==> src/fnpll_pkg.sv <==
`timescale 1ns / 1ps

package fnpll_pkg;

    // field widths
    localparam int LO_W   = 33;
    localparam int REF_W  = 27;
    localparam int VCO_W  = 40;
    localparam int DEN_W  = 29;
    localparam int EXP_W  = 3;
    localparam int CFG_IDX_W = 2;

    // register indexes
    localparam logic [CFG_IDX_W-1:0] CFG_REF    = 2'd0;
    localparam logic [CFG_IDX_W-1:0] CFG_LO_MAX = 2'd1;

    // reset values of the registers
    localparam logic [REF_W-1:0] REF_RESET    = 27'd26000000;
    localparam logic [LO_W-1:0]  LO_MAX_RESET = 33'd5400000000;

    // VCO above this uses feedback divide by four
    localparam logic [VCO_W-1:0] VCO_SPLIT_HZ = 40'd3200000000;
    localparam int EXP_MAX = 7;

    // output codes
    localparam logic [1:0] FBK_DIV4 = 2'd2;
    localparam logic [1:0] FBK_DIV2 = 2'd1;
    localparam logic [1:0] LF_DIV4  = 2'd3;
    localparam logic [1:0] LF_DIV2  = 2'd2;

    // one classified request on its way to the divider
    typedef struct packed {
        logic [VCO_W-1:0] vco;
        logic [DEN_W-1:0] denom;
        logic [EXP_W-1:0] lo_div_exp;
        logic             fbk4;
        logic             err;
    } fnpll_job_t;

endpackage

==> src/fnpll_queue.sv <==
`timescale 1ns / 1ps

module fnpll_queue
(
    input  logic                  clk,
    input  logic                  rst_n,
    input  logic                  push_valid,
    output logic                  push_ready,
    input  fnpll_pkg::fnpll_job_t push_job,
    output logic                  pop_valid,
    input  logic                  pop_ready,
    output fnpll_pkg::fnpll_job_t pop_job
);

    fnpll_pkg::fnpll_job_t mem [2];
    logic       wr_ptr_reg, wr_ptr_next;
    logic       rd_ptr_reg, rd_ptr_next;
    logic [1:0] count_reg, count_next;
    logic       push, pop;

    assign push_ready = count_reg != 2'd2;
    assign pop_valid  = count_reg != 2'd0;
    assign push = push_valid && push_ready;
    assign pop  = pop_valid && pop_ready;
    assign pop_job = mem[rd_ptr_reg];

    // pointers and fill count
    always_comb
    begin
        wr_ptr_next = push ? !wr_ptr_reg : wr_ptr_reg;
        rd_ptr_next = pop ? !rd_ptr_reg : rd_ptr_reg;
        count_next  = count_reg + 2'(push) - 2'(pop);
    end

    always_ff @(posedge clk or negedge rst_n)
    begin
        if (!rst_n)
        begin
            wr_ptr_reg <= 1'b0;
            rd_ptr_reg <= 1'b0;
            count_reg  <= 2'd0;
        end
        else
        begin
            wr_ptr_reg <= wr_ptr_next;
            rd_ptr_reg <= rd_ptr_next;
            count_reg  <= count_next;
        end
    end

    always_ff @(posedge clk)
    begin
        if (push)
            mem[wr_ptr_reg] <= push_job;
    end

endmodule

==> config.mk <==
export PLATFORM = sky130hd
export DESIGN_NAME = fnpll_queue
export DESIGN_NICKNAME = d
export VERILOG_FILES = /design/src/fnpll_pkg.sv /design/src/fnpll_queue.sv
export SDC_FILE = /design/constraint.sdc
export NUM_CORES = 1
export LEC_CHECK = 0
export BUFFER_PORTS_ARGS = -buffer_cell sky130_fd_sc_hd__clkbuf_2
export CORE_ASPECT_RATIO = 2
export CORE_MARGIN = 10
export CORE_UTILIZATION = 56
export DETAILED_ROUTE_END_ITERATION = 8
export PLACE_DENSITY = 0.95
export SETUP_SLACK_MARGIN = 0.4
export SYNTH_ARGS = -nofsm -noshare
export SYNTH_HDL_FRONTEND = slang
export SYNTH_SLANG_ARGS = --single-unit
==> constraint.sdc <==
create_clock -name clk -period 6.2 [get_ports clk]
set_input_delay 1.24 -clock clk [delete_from_list [all_inputs] [get_ports clk]]
set_output_delay 1.24 -clock clk [all_outputs]
set_load 0.05 [all_outputs]
==> results.cfg <==
[routing]
dr.first_iter.drc_count = 156
top_layer_used = met4
wl_per_cell_um = 19.99
drc = 0
wl_met2_um = 6398
vias = 2866
wl_um = 11260
wl_met1_um = 3550
final_antenna_net_count = 0
drt-vias-per-instance = 5.091
first_pass_iters = 5
route.met3.wl_um = 843

[worst_setup_path]
start_kind = flop
crit_family = flip-flops
worstPathArrival_ns = 2.20
cp_data_required_time_ns = 4.96
critPathKind = flop to output pin
cp_max_fo = 75
end_kind = output pin
critPathMaxStageDelay_ns = 1.06
crit_chain = mux2_2 -> clkbuf_2
critPathBufInv = 1
critical-path-slowest-cell = dfrtp_4

[timing]
post-route-min-period_ns = 3.436
finalClockSkew_ns = 0.006640
worst_slew_pin_slew_ns = 1.026
fmax_mhz = 291.0
fin_ws_ns = 2.764
slew_violations = 0
finalSetupViolations = 0
fin_setup_tns_ns = 0
rsz0062_at_grt = false
slew_headroom_pct = 31.57
final.period_utilization_pct = 55.42
hold_viol = 0

[clock_tree]
cts.clk_slew.worst_paths_ns = 0.06
cts_buffers = 17
cts-root-buf = clkbuf_16
cts_tree = done
post_cts_resized = 0
worst_skew_pair.late_latency_ns = 0.41
cts.sinks = 152
post_cts_buffers = 0
hold_buffers = 0
clk_path_buf_depth = 2
cts_max_level = 4

[floorplan]
std_cell_rows = 51
die_w_um = 90.55
io_pins = 154
core_sq_um = 9763
initial_core_util_pct = 57.09
die-area_sq_um = 14590
fp.dieH_um = 161.1

[synth]
synth-xor-area-share_pct = 0.4714
synthDistinctLibCells = 19
ys_ff_latch = 152
avgSynthCellArea_sq_um = 22.12
synth_nets = 331
synthSimpleGateAreaFrac_pct = 1.077
syn_inst = 252
synth_top_family_by_area = multiplexers
synth_compound_gate_area_share_pct = 0.4265
synthAdderAreaFrac_pct = 0.2245
synth_mux_area_share_pct = 14.95
synth_area_sq_um = 5574
seq_area_frac_synth_pct = 81.53
yosysWarnings = 0

[final_layout]
area_growth_pct = 26.46
drive_gt1_share_pct = 60.23
largest_reg_flops = 148
layout_commonest_cell = clkbuf_2
nets = 496
layoutNonFillerInstCount = 563
layout_common_cells = clkbuf_2, edfxtp_1, mux2_2

[power]
pwr-share-comb_pct = 37.5
power.density_nw_per_um2 = 584.4
p_int_w = 0.002483
leakage_nw = 2.691
switching_power_w = 0.001636
switching_share_pct = 39.72
p_seq_share_pct = 37.9
power_w = 0.004120
vdd_drop_max_mv = 0.5216
clkPwrFrac_pct = 24.6

[placement]
hpwlAfterDp_um = 7917
io_buffer_count = 153
place_inst = 530
post-place-ws_ns = 2.887
place_congestion = 0.7197

[global_routing]
overflow = 0
grt_pass1_wl_um = 17170
first_global_vias = 3249
antenna_found_initial = 1
track_usage_pct = 15.72
grt_max_degree = 76

[run_status]
status = completed

[flow_run]
drv_cap = 0

[worst_hold_path]
hold_path_class = flop to flop
power groups by stage:
stage | Clock, W | Sequential [W] | Combinational, W
final | 0.00101 | 0.00156 | 0.00155
after CTS | 0.00103 | 0.00156 | 0.00156
after global routing | 0.00107 | 0.00160 | 0.00161
after detailed placement | 0 | 0.00158 | 0.00156
after global placement | 0 | 0.00156 | 0.00153
after floorplan | 0 | 0.00148 | 0.00133
final cells by class:
cell class              count  area [sq um]
clock inverters             7         117.6
repair buffers            154         773.2
fillers                   616          2714
flip-flops and latches    152          4548
clock buffers              25         475.5
well taps                 132         165.2
multi-input cells          92         967.2
diodes                      1         2.502
cells in the mapped netlist:
| cell type | instances | area share, % |
|---|---|---|
| a311oi_1 | 1 | 0.16 |
| and3_2 | 1 | 0.13 |
| buf_2 | 2 | 0.18 |
| buf_4 | 1 | 0.13 |
| buf_6 | 5 | 1.0 |
| dfrtp_1 | 4 | 1.8 |
| edfxtp_1 | 148 | 80 |
| ha_1 | 1 | 0.22 |
| mux2_2 | 74 | 15 |
| nand2_1 | 2 | 0.13 |
| nand2b_1 | 1 | 0.11 |
| nand3_1 | 1 | 0.090 |
| nor2_1 | 3 | 0.20 |
| nor2b_1 | 1 | 0.11 |
| nor4bb_1 | 1 | 0.18 |
| o21ai_0 | 1 | 0.090 |
| o21ba_2 | 1 | 0.18 |
| or2_2 | 1 | 0.11 |
| xnor2_1 | 3 | 0.47 |
worst paths after layout:
| path | start | endpoint | slack, ns | depth (start not counted) |
|---|---|---|---|---|
| hold reg to reg | wr_ptr_reg | wr_ptr_reg | 0.56 | 1 |
| setup reg to reg | count_reg[0] | mem[0][72] | 3.69 | 4 |
| hold / removal | wr_ptr_reg | wr_ptr_reg | 0.56 | 1 |
| max in group asynchronous | rst_n | rd_ptr_reg | 5.43 | 1 |
| min in group asynchronous | rst_n | rd_ptr_reg | 0.63 | 1 |
| setup / recovery | rd_ptr_reg | pop_job[26] | 2.76 | 2 |
per-stage QoR:
| step | util (%) | instance area [sq um] | hold slack (ns) |
|---|---|---|---|
| detailed placement | 66.10 | 6454 | 0.5479 |
| global route | 72.18 | 7047 | 0.5908 |
| finish | 72.20 | 7049 | 0.5635 |
| global placement | 66.10 | 6454 | 0.5404 |
| floorplan | - | 5574 | 0.4600 |
| CTS | 72.18 | 7047 | 0.5632 |
layer usage:
metal,track usage (%),vias to the layer above
met5,0,-
met4,9.389,0
met3,6.685,36
met2,28.28,110
met1,14.01,1384
li1,-,1336
kinds of logic after synthesis:
family,after synthesis
and+or+nand+nor,11
DFF,152
xor gates and xnor gates,3
muxes,74
buffers and inverters,8
AOI/OAI and AO/OA,3
adders and majority gates,1
Power figures use the tool's default switching activity.
