**src/fnpll_pkg.sv**
```systemverilog
`timescale 1ns / 1ps

package fnpll_pkg;

    // field widths
    localparam int LO_W   = 33;
    localparam int REF_W  = 27;
    localparam int VCO_W  = 40;
    localparam int DEN_W  = 29;
    localparam int EXP_W  = 3;
    localparam int CFG_IDX_W = 2;

    // register indexes
    localparam logic [CFG_IDX_W-1:0] CFG_REF    = 2'd0;
    localparam logic [CFG_IDX_W-1:0] CFG_LO_MAX = 2'd1;

    // reset values of the registers
    localparam logic [REF_W-1:0] REF_RESET    = 27'd26000000;
    localparam logic [LO_W-1:0]  LO_MAX_RESET = 33'd5400000000;

    // VCO above this uses feedback divide by four
    localparam logic [VCO_W-1:0] VCO_SPLIT_HZ = 40'd3200000000;
    localparam int EXP_MAX = 7;

    // output codes
    localparam logic [1:0] FBK_DIV4 = 2'd2;
    localparam logic [1:0] FBK_DIV2 = 2'd1;
    localparam logic [1:0] LF_DIV4  = 2'd3;
    localparam logic [1:0] LF_DIV2  = 2'd2;

    // one classified request on its way to the divider
    typedef struct packed {
        logic [VCO_W-1:0] vco;
        logic [DEN_W-1:0] denom;
        logic [EXP_W-1:0] lo_div_exp;
        logic             fbk4;
        logic             err;
    } fnpll_job_t;

endpackage

```
**src/fnpll_front.sv**
```systemverilog
`timescale 1ns / 1ps

module fnpll_front
(
    input  logic                             clk,
    input  logic                             rst_n,
    input  logic                             in_valid,
    output logic                             in_ready,
    input  logic [fnpll_pkg::LO_W-1:0]       lo_req_hz,
    input  logic [fnpll_pkg::REF_W-1:0]      ref_freq,
    input  logic [fnpll_pkg::LO_W-1:0]       lo_max,
    output logic                             job_valid,
    input  logic                             job_ready,
    output fnpll_pkg::fnpll_job_t            job
);

    logic                            valid_reg, valid_next;
    logic [fnpll_pkg::LO_W-1:0]      lo_reg;
    logic [fnpll_pkg::EXP_W-1:0]     exp_reg, exp_c;
    logic                            err_reg, err_c;
    logic [fnpll_pkg::VCO_W-1:0]     vco_c;
    logic [fnpll_pkg::DEN_W-1:0]     den_c;
    logic                            fbk4_c;
    logic                            ovf_c;

    assign in_ready = !valid_reg || job_ready;

    // exponent: largest k up to the limit with lo * 2^k not above lo_max
    always_comb
    begin
        exp_c = '0;
        for (int k = 1; k <= fnpll_pkg::EXP_MAX; k++)
        begin
            if ((fnpll_pkg::VCO_W'(lo_req_hz) << k) <= fnpll_pkg::VCO_W'(lo_max))
                exp_c = fnpll_pkg::EXP_W'(k);
        end
        err_c = (lo_req_hz == '0) || (lo_req_hz > lo_max) || (ref_freq == '0);
    end

    assign valid_next = in_ready ? in_valid : valid_reg;

    always_ff @(posedge clk or negedge rst_n)
    begin
        if (!rst_n)
            valid_reg <= 1'b0;
        else
            valid_reg <= valid_next;
    end

    always_ff @(posedge clk)
    begin
        if (in_valid && in_ready)
        begin
            lo_reg  <= lo_req_hz;
            exp_reg <= exp_c;
            err_reg <= err_c;
        end
    end

    // VCO, feedback divider and integer overflow from the held word
    always_comb
    begin
        vco_c  = fnpll_pkg::VCO_W'(lo_reg) << exp_reg;
        fbk4_c = vco_c > fnpll_pkg::VCO_SPLIT_HZ;
        den_c  = fbk4_c ? (fnpll_pkg::DEN_W'(ref_freq) << 2)
                        : (fnpll_pkg::DEN_W'(ref_freq) << 1);
        ovf_c  = vco_c >= fnpll_pkg::VCO_W'({den_c, 8'd0});
    end

    assign job_valid      = valid_reg;
    assign job.vco        = vco_c;
    assign job.denom      = den_c;
    assign job.lo_div_exp = exp_reg;
    assign job.fbk4       = fbk4_c;
    assign job.err        = err_reg || ovf_c;

endmodule

```
**config.mk**
```make
export PLATFORM = sky130hd
export DESIGN_NAME = fnpll_front
export DESIGN_NICKNAME = d
export VERILOG_FILES = /design/src/fnpll_pkg.sv /design/src/fnpll_front.sv
export SDC_FILE = /design/constraint.sdc
export NUM_CORES = 1
export LEC_CHECK = 0
export BUFFER_PORTS_ARGS = -buffer_cell sky130_fd_sc_hd__buf_4
export CAP_MARGIN = 0
export CORE_UTILIZATION = 27
export CTS_CLUSTER_DIAMETER = 50
export CTS_CLUSTER_SIZE = 30
export DETAILED_ROUTE_END_ITERATION = 16
export HOLD_SLACK_MARGIN = 0.03
export PLACE_DENSITY_LB_ADDON = 0.25
export SETUP_SLACK_MARGIN = 0.4
export SYNTH_ARGS = -nofsm -noshare
export SYNTH_HDL_FRONTEND = slang
export SYNTH_SLANG_ARGS = --single-unit
export TNS_END_PERCENT = 10
```
**constraint.sdc**
```tcl
create_clock -name clk -period 5.6 [get_ports clk]
set_clock_uncertainty 0.2 [all_clocks]
set_input_delay 0.56 -clock clk [delete_from_list [all_inputs] [get_ports clk]]
set_output_delay 0.56 -clock clk [all_outputs]
set_load 0.05 [all_outputs]
```
==> results of run 1 <==
==> placed cells by master, fill, tap and decap left out, types with 5 or more instances in the layout <==
cell type  instances
or3_1              7
inv_1             41
o211ai_1           9
nand3_1           20
o21a_1            10
ha_1             264
and4_1             8
nor2_1            32
mux2_4            13
nor3_1            19
a21oi_1           69
nand3b_1           8
buf_4            194
and3_1             8
mux2i_1           43
o21ai_0           42
a211oi_1           9
nor2b_1           12
nand2b_1          13
mux2_2            41
a21o_1            65
mux4_2            27
nand4_1           53
clkbuf_16          5
nor4_1            21
edfxtp_1          37
nand2_1           63
and2_1             7
==> worst paths after layout <==
kind / depth (start not counted) / endpoint
max in group asynchronous: 2 / job_valid
min in group asynchronous: 2 / job_valid
worst min-delay path: 2 / job_valid
worst max-delay path: 18 / job[0]
worst min register to register: 2 / job_valid
worst max register to register: 3 / lo_reg[30]
==> timing repair <==
| item | 4_1_cts | 5_1_grt |
|---|---|---|
| hold buffers | 1 | 0 |
| gates resized for setup | 9 | 6 |
| setup endpoints to repair | 1 | 1 |
| gates cloned | 3 | 0 |
| hold endpoints to repair | 1 | 0 |
| setup buffers | 3 | 1 |
| pin swaps | 4 | 4 |
==> routing by layer <==
layer  vias to the layer above  global-route usage (%)
met3                        50                    1.38
met2                       271                    30.5
met1                      4365                    24.1
met4                         0                    6.15
li1                       4581                       -
met5                         -                       0
==> Yosys cell counts (13+ instances only) <==
library cell	count
nor4_1	22
mux2i_1	47
o21ai_0	49
inv_1	42
nor3_1	19
a21o_1	65
mux2_2	43
a21oi_1	69
nor2_1	33
ha_1	264
mux4_2	27
edfxtp_1	37
nor2b_1	13
nand2_1	63
nand2b_1	13
nand4_1	53
nand3_1	20
==> layout make-up <==
cell class | instances | area, sq um | area share, %
clock buffer | 5 | 125 | 1.03
clock inverter | 3 | 16.3 | 0.134
inverter | 42 | 158 | 1.30
multi-input combinational | 944 | 8480 | 70.0
sequential | 38 | 1140 | 9.38
tap | 461 | 577 | 4.76
timing repair buffer | 202 | 1630 | 13.4
==> power by group through the flow <==
stage | combinational (W) | sequential (W) | clock, W
finish | 0.00127 | 0.000351 | 0.000263
global route | 0.00139 | 0.000354 | 0.000280
CTS | 0.00126 | 0.000351 | 0.000268
detailed placement | 0.00124 | 0.000356 | 0
global placement | 0.00121 | 0.000357 | 0
floorplan | 0.000834 | 0.000358 | 0
==> logic make-up after synthesis <==
group	share of synthesized area (%)
muxes	17.8
adders and majority gates	33.8
and+or+nand+nor	15.8
other	0.0383
AOI/OAI and AO/OA	17.7
DFF	11.6
buffers and inverters	3.26
==> stage by stage <==
| step | std cells | instance area (sq um) |
|---|---|---|
| 6_report | 1695 | 12100 |
| 5_1_grt | 1695 | 12100 |
| 4_1_cts | 1694 | 12100 |
| 3_5_place_dp | 1679 | 11800 |
| 3_3_place_gp | 1679 | 11800 |
| 2_1_floorplan | 1051 | 9880 |
==> impl_metrics.yaml, run 1 <==
placement:
  dp_hpwl_um: 26900
  dp_slack_ps: -81.0
  routabilityCongestion: 0.826
  io_buffers: 171
sta:
  max_freq_mhz: 177
  min_period_ps: 5650
  worst_pin_slew_ps: 922
  setup_tns_ps: -50.7
  hold_viol: 0
  layout_setup_ws_ps: -50.7
  setup_viol: 1
  maxSlewHeadroom_pct: 37.0
  rsz0062_at_grt: "yes"
  worst_hold_slack_ps: 275
  finalCritPeriodShare_pct: 101
  drv_slew: 0
clocking:
  cts_sinks: 38
  cts_max_level: 2
  clk_pin_slew_worst_paths_ps: 50
  numCtsBuffers: 5
  clockBufferDepth: 2
  clkLatencyLatePin_ps: 280
  cts-root-buf: "clkbuf_16"
  cts_tree: "yes"
drt:
  drtPass1Iterations: 4
  drtAntennaViolNets: 0
  route.detailed.drc: 0
  met2_length_um: 15500
  wl_met1_um: 15700
  wl_met3_um: 1490
  via_per_inst: 5.47
  wl_um: 33600
  drtIter0Drc: 466
  num_vias: 9267
  top_layer_used: "met4"
  avgRoutedWirePerCell_um: 19.8
critical_path:
  end_kind: "output pin"
  path_delay_family: "simple AND/OR/NAND/NOR gates"
  cp_cell_sequence: "buf_4, buf_16, mux4_2, mux2_4, or4_4, nor2_1, nand3_1, or4_4, o21a_4, buf_4, mux2i_1, ha_1, nand4_1, nor2_2, nand4_1, or4_4, o21ai_4, buf_6"
  cp_common_cell: "or4_4"
  crit_required_ps: 4840
  crit_start: "exp_reg[0]"
  critPathArrivalTime_ps: 4890
  regToRegSetupSlack_ps: 3990
  reg2reg_from: "job_valid"
  slowest_stage: "mux4_2"
  startpoint_type: "flop"
  slowest_delay_ps: 520
  worstSetupPathType: "reg -> out"
  critPathMaxFanout: 13
  path_buf_inv: 4
power_and_ir_drop:
  combPwrFrac_pct: 67.3
  peakVddDrop_uv: 87.6
  fin_total_pwr_w: 0.00188
  seqPwrFrac_pct: 18.7
  switchingPower_w: 0.000876
  p_per_area_nw_per_um2: 155
  leakage_nw: 5.87
  intPower_w: 0.00100
  clockPowerShare_pct: 14.0
  switching_share_pct: 46.6
finish:
  nNetsFinal: 1594
  insertedDiodeCount: 0
  largest_register_ffs: 33
  nFillCells: 3674
  drive_gt1_share_pct: 25.8
  fin_util_pct: 34.1
  area_delta_synth_final_pct: 23.9
synth:
  ys.warnings.count: 0
  avgSynthCellArea_sq_um: 9.30
  ys_async_sr_fraction_pct: 2.63
  synth_edf_count: 37
  syn-num-nets: 1412
  synthDistinctLibCells: 62
  synth-seq-cells: 38
  synthCells: 1051
  syn_area_sq_um: 9780
  seq_area_frac_synth_pct: 11.6
  synth_largest_area_cell: "ha_1"
  synth_top_area_share_pct: 33.8
  synth_area_leaders: "ha_1 (34%), edfxtp_1 (11%), mux4_2 (6.2%), a21o_1 (5.0%), mux2_2 (5.0%)"
  yosys_most_used_dff: "edfxtp_1"
die:
  fp.dieW_um: 192
  io_pins: 173
  core.rowCount: 69
  coreArea_sq_um: 35600
  fp.dieH_um: 192
  die-area_sq_um: 37000
  initial_utilization_pct: 27.5
global_routing:
  grt_max_degree: 40
  grt_pass1_vias: 9199
  grt.total_usage_pct: 18.1
  overflow: 0
  antenna_found_initial: 0
  grt_pass1_wl_um: 52200
hold_path:
  hold_class: "in -> reg"
  hp-start: "in_valid"
job:
  max-cap-violations: 0
status:
  outcome: "complete, but fails checks"
  violations: "setup timing"
Note: power is estimated with default switching activity, not from simulation.
==> inputs of run 2 (changes only) <==
Settings changed: PLACE_DENSITY set to 0.47, PLACE_DENSITY_LB_ADDON 0.25 to not set.
==> run 2 against run 1 <==
  * The flow still finishes with violations (setup timing)
  * Non-clock buffer count is 1 higher
  * Highest routed layer unchanged
  * Largest cell class unchanged
  * Global-route usage rose by 0.16 points
  * Worst hold slack worse by 2.3 ps
  * Via count down 0.68%
  * Register-to-register slack improved by 30 ps
  * Clock power grew 3%
  * Critical path type unchanged
==> impl_metrics.yaml, run 2 (synthesis gave the netlist of run 1 again) <==
status:
  outcome: "complete, but fails checks"
  violations: "setup timing"
finish:
  nFillCells: 3719
  insertedDiodeCount: 0
  stdcell_count: 1696
  nNetsFinal: 1595
  largest_register_ffs: 33
  final_common_cell: "ha_1"
  drive_gt1_share_pct: 25.7
  fin_util_pct: 34.1
  final_area_sq_um: 12100
  area_delta_synth_final_pct: 24.0
  final_cell_mix: "ha_1 (264), buf_4 (193), a21oi_1 (69)"
drt:
  drtIter0Drc: 387
  met2_length_um: 15600
  via_per_inst: 5.43
  route.detailed.drc: 0
  top_layer_used: "met4"
  num_vias: 9204
  drtPass1Iterations: 4
  wl_um: 34100
  wl_met1_um: 16600
  wl_met3_um: 1130
  drtAntennaViolNets: 0
  avgRoutedWirePerCell_um: 20.1
sta:
  hold_viol: 0
  setup_tns_ps: -99.3
  setup_viol: 1
  rsz0062_at_grt: "yes"
  max_freq_mhz: 175
  maxSlewHeadroom_pct: 33.8
  worst_hold_slack_ps: 273
  worst_pin_slew_ps: 969
  finalCritPeriodShare_pct: 102
  min_period_ps: 5700
  drv_slew: 0
  layout_setup_ws_ps: -99.3
global_routing:
  antenna_found_initial: 0
  grt.total_usage_pct: 18.2
  grt_pass1_vias: 9085
  grt_max_degree: 40
  grt_pass1_wl_um: 52300
  overflow: 0
clocking:
  clkLatencyLatePin_ps: 280
  clockBufferDepth: 2
  cts-root-buf: "clkbuf_16"
  clk_pin_slew_worst_paths_ps: 60
  cts_max_level: 2
  numCtsBuffers: 5
  cts_sinks: 38
  cts_tree: "yes"
placement:
  routabilityCongestion: 0.841
  dp.cells: 1678
  dp_hpwl_um: 27400
  placed_cell_area_sq_um: 11800
  io_buffers: 171
critical_path:
  worstSetupPathType: "reg -> out"
  slowest_delay_ps: 520
  slowest_stage: "mux4_2"
  cp_cell_sequence: "buf_4, buf_16, mux4_2, mux2_4, or4_1, nor2_1, nand3_1, or4_4, o21a_4, buf_4, mux2i_1, ha_1, a21o_1, a21o_1, a21oi_1, o21ai_1, nand2_1, o21ai_1, a211oi_2, o21ai_4, buf_8"
  crit_required_ps: 4840
  startpoint_type: "flop"
  r2r_cells: 3
  regToRegSetupSlack_ps: 4020
  reg2reg_from: "job_valid"
  critPathMaxFanout: 10
  end_kind: "output pin"
  critPathArrivalTime_ps: 4940
  worst_r2r_endpoint: "lo_reg[21]"
power_and_ir_drop:
  leakage_nw: 5.87
  p_per_area_nw_per_um2: 156
  peakVddDrop_uv: 97.5
die:
  die-area_sq_um: 37000
  coreArea_sq_um: 35600
  fp.dieH_um: 192
  fp.dieW_um: 192
  core.rowCount: 69
  initial_utilization_pct: 27.5
  io_pins: 173
job:
  max-cap-violations: 0
hold_path:
  hold_class: "in -> reg"
  holdPathStages: 2
  hp-start: "in_valid"
  hold_end: "job_valid"
[run 2: per-layer routing]
metal | global-route usage (%) | up-vias
li1 | - | 4580
met1 | 24.8 | 4390
met2 | 30.8 | 199
met4 | 5.60 | 0
met3 | 0.927 | 35
met5 | 0 | -
[run 2: metrics by stage]
step,setup WS [ps],total power [W]
after floorplan,-288,0.00119
after global placement,-59.7,0.00158
after detailed placement,-95.2,0.00160
after CTS,-88.6,0.00189
after global routing,-319,0.00204
final,-99.3,0.00189
[run 2: cell type report]
class                   instances  area [sq um]  area share [%]
clock buffers                   5           125            1.03
clock inverters                 3          21.3           0.175
inverters                      42           158            1.30
multi-input cells             944          8460            69.8
flip-flops and latches         38          1140            9.37
well taps                     461           577            4.76
repair buffers                203          1640            13.5
[run 2: worst max-delay path by stage]
stage / to / slack [ps] / from / depth (start not counted)
global route: job[0] / -320 / exp_reg[0] / 20
CTS: job[0] / -90 / exp_reg[0] / 21
detailed placement: job[0] / -100 / exp_reg[0] / 20
floorplan: job[0] / -290 / exp_reg[0] / 19
finish: job[0] / -100 / exp_reg[0] / 21
global placement: job[0] / -60 / exp_reg[0] / 19
[run 2: repair_timing]
item | in CTS | in global routing
setup buffers | 5 | 1
cloned | 2 | 1
endpoints found under the setup margin | 1 | 1
resized for setup | 10 | 7
hold buffers | 1 | 0
pin swaps | 5 | 1
hold endpoints to repair | 1 | 0
[run 2: critical path, delay by kind of cell, from the launching register on]
kind / cells / cell delay [ps]
fa+ha+maj: 1 / 270
simple gates: 5 / 1130
buf+inv: 4 / 650
mux: 3 / 1000
compound gates: 8 / 1230
flops: 1 / 390
[run 2: report_power, final]
part	internal, W	total (W)	switching (W)
logic	0.000507	0.00127	0.000759
registers	0.000334	0.000353	0.0000197
clock network	0.000164	0.000270	0.000106
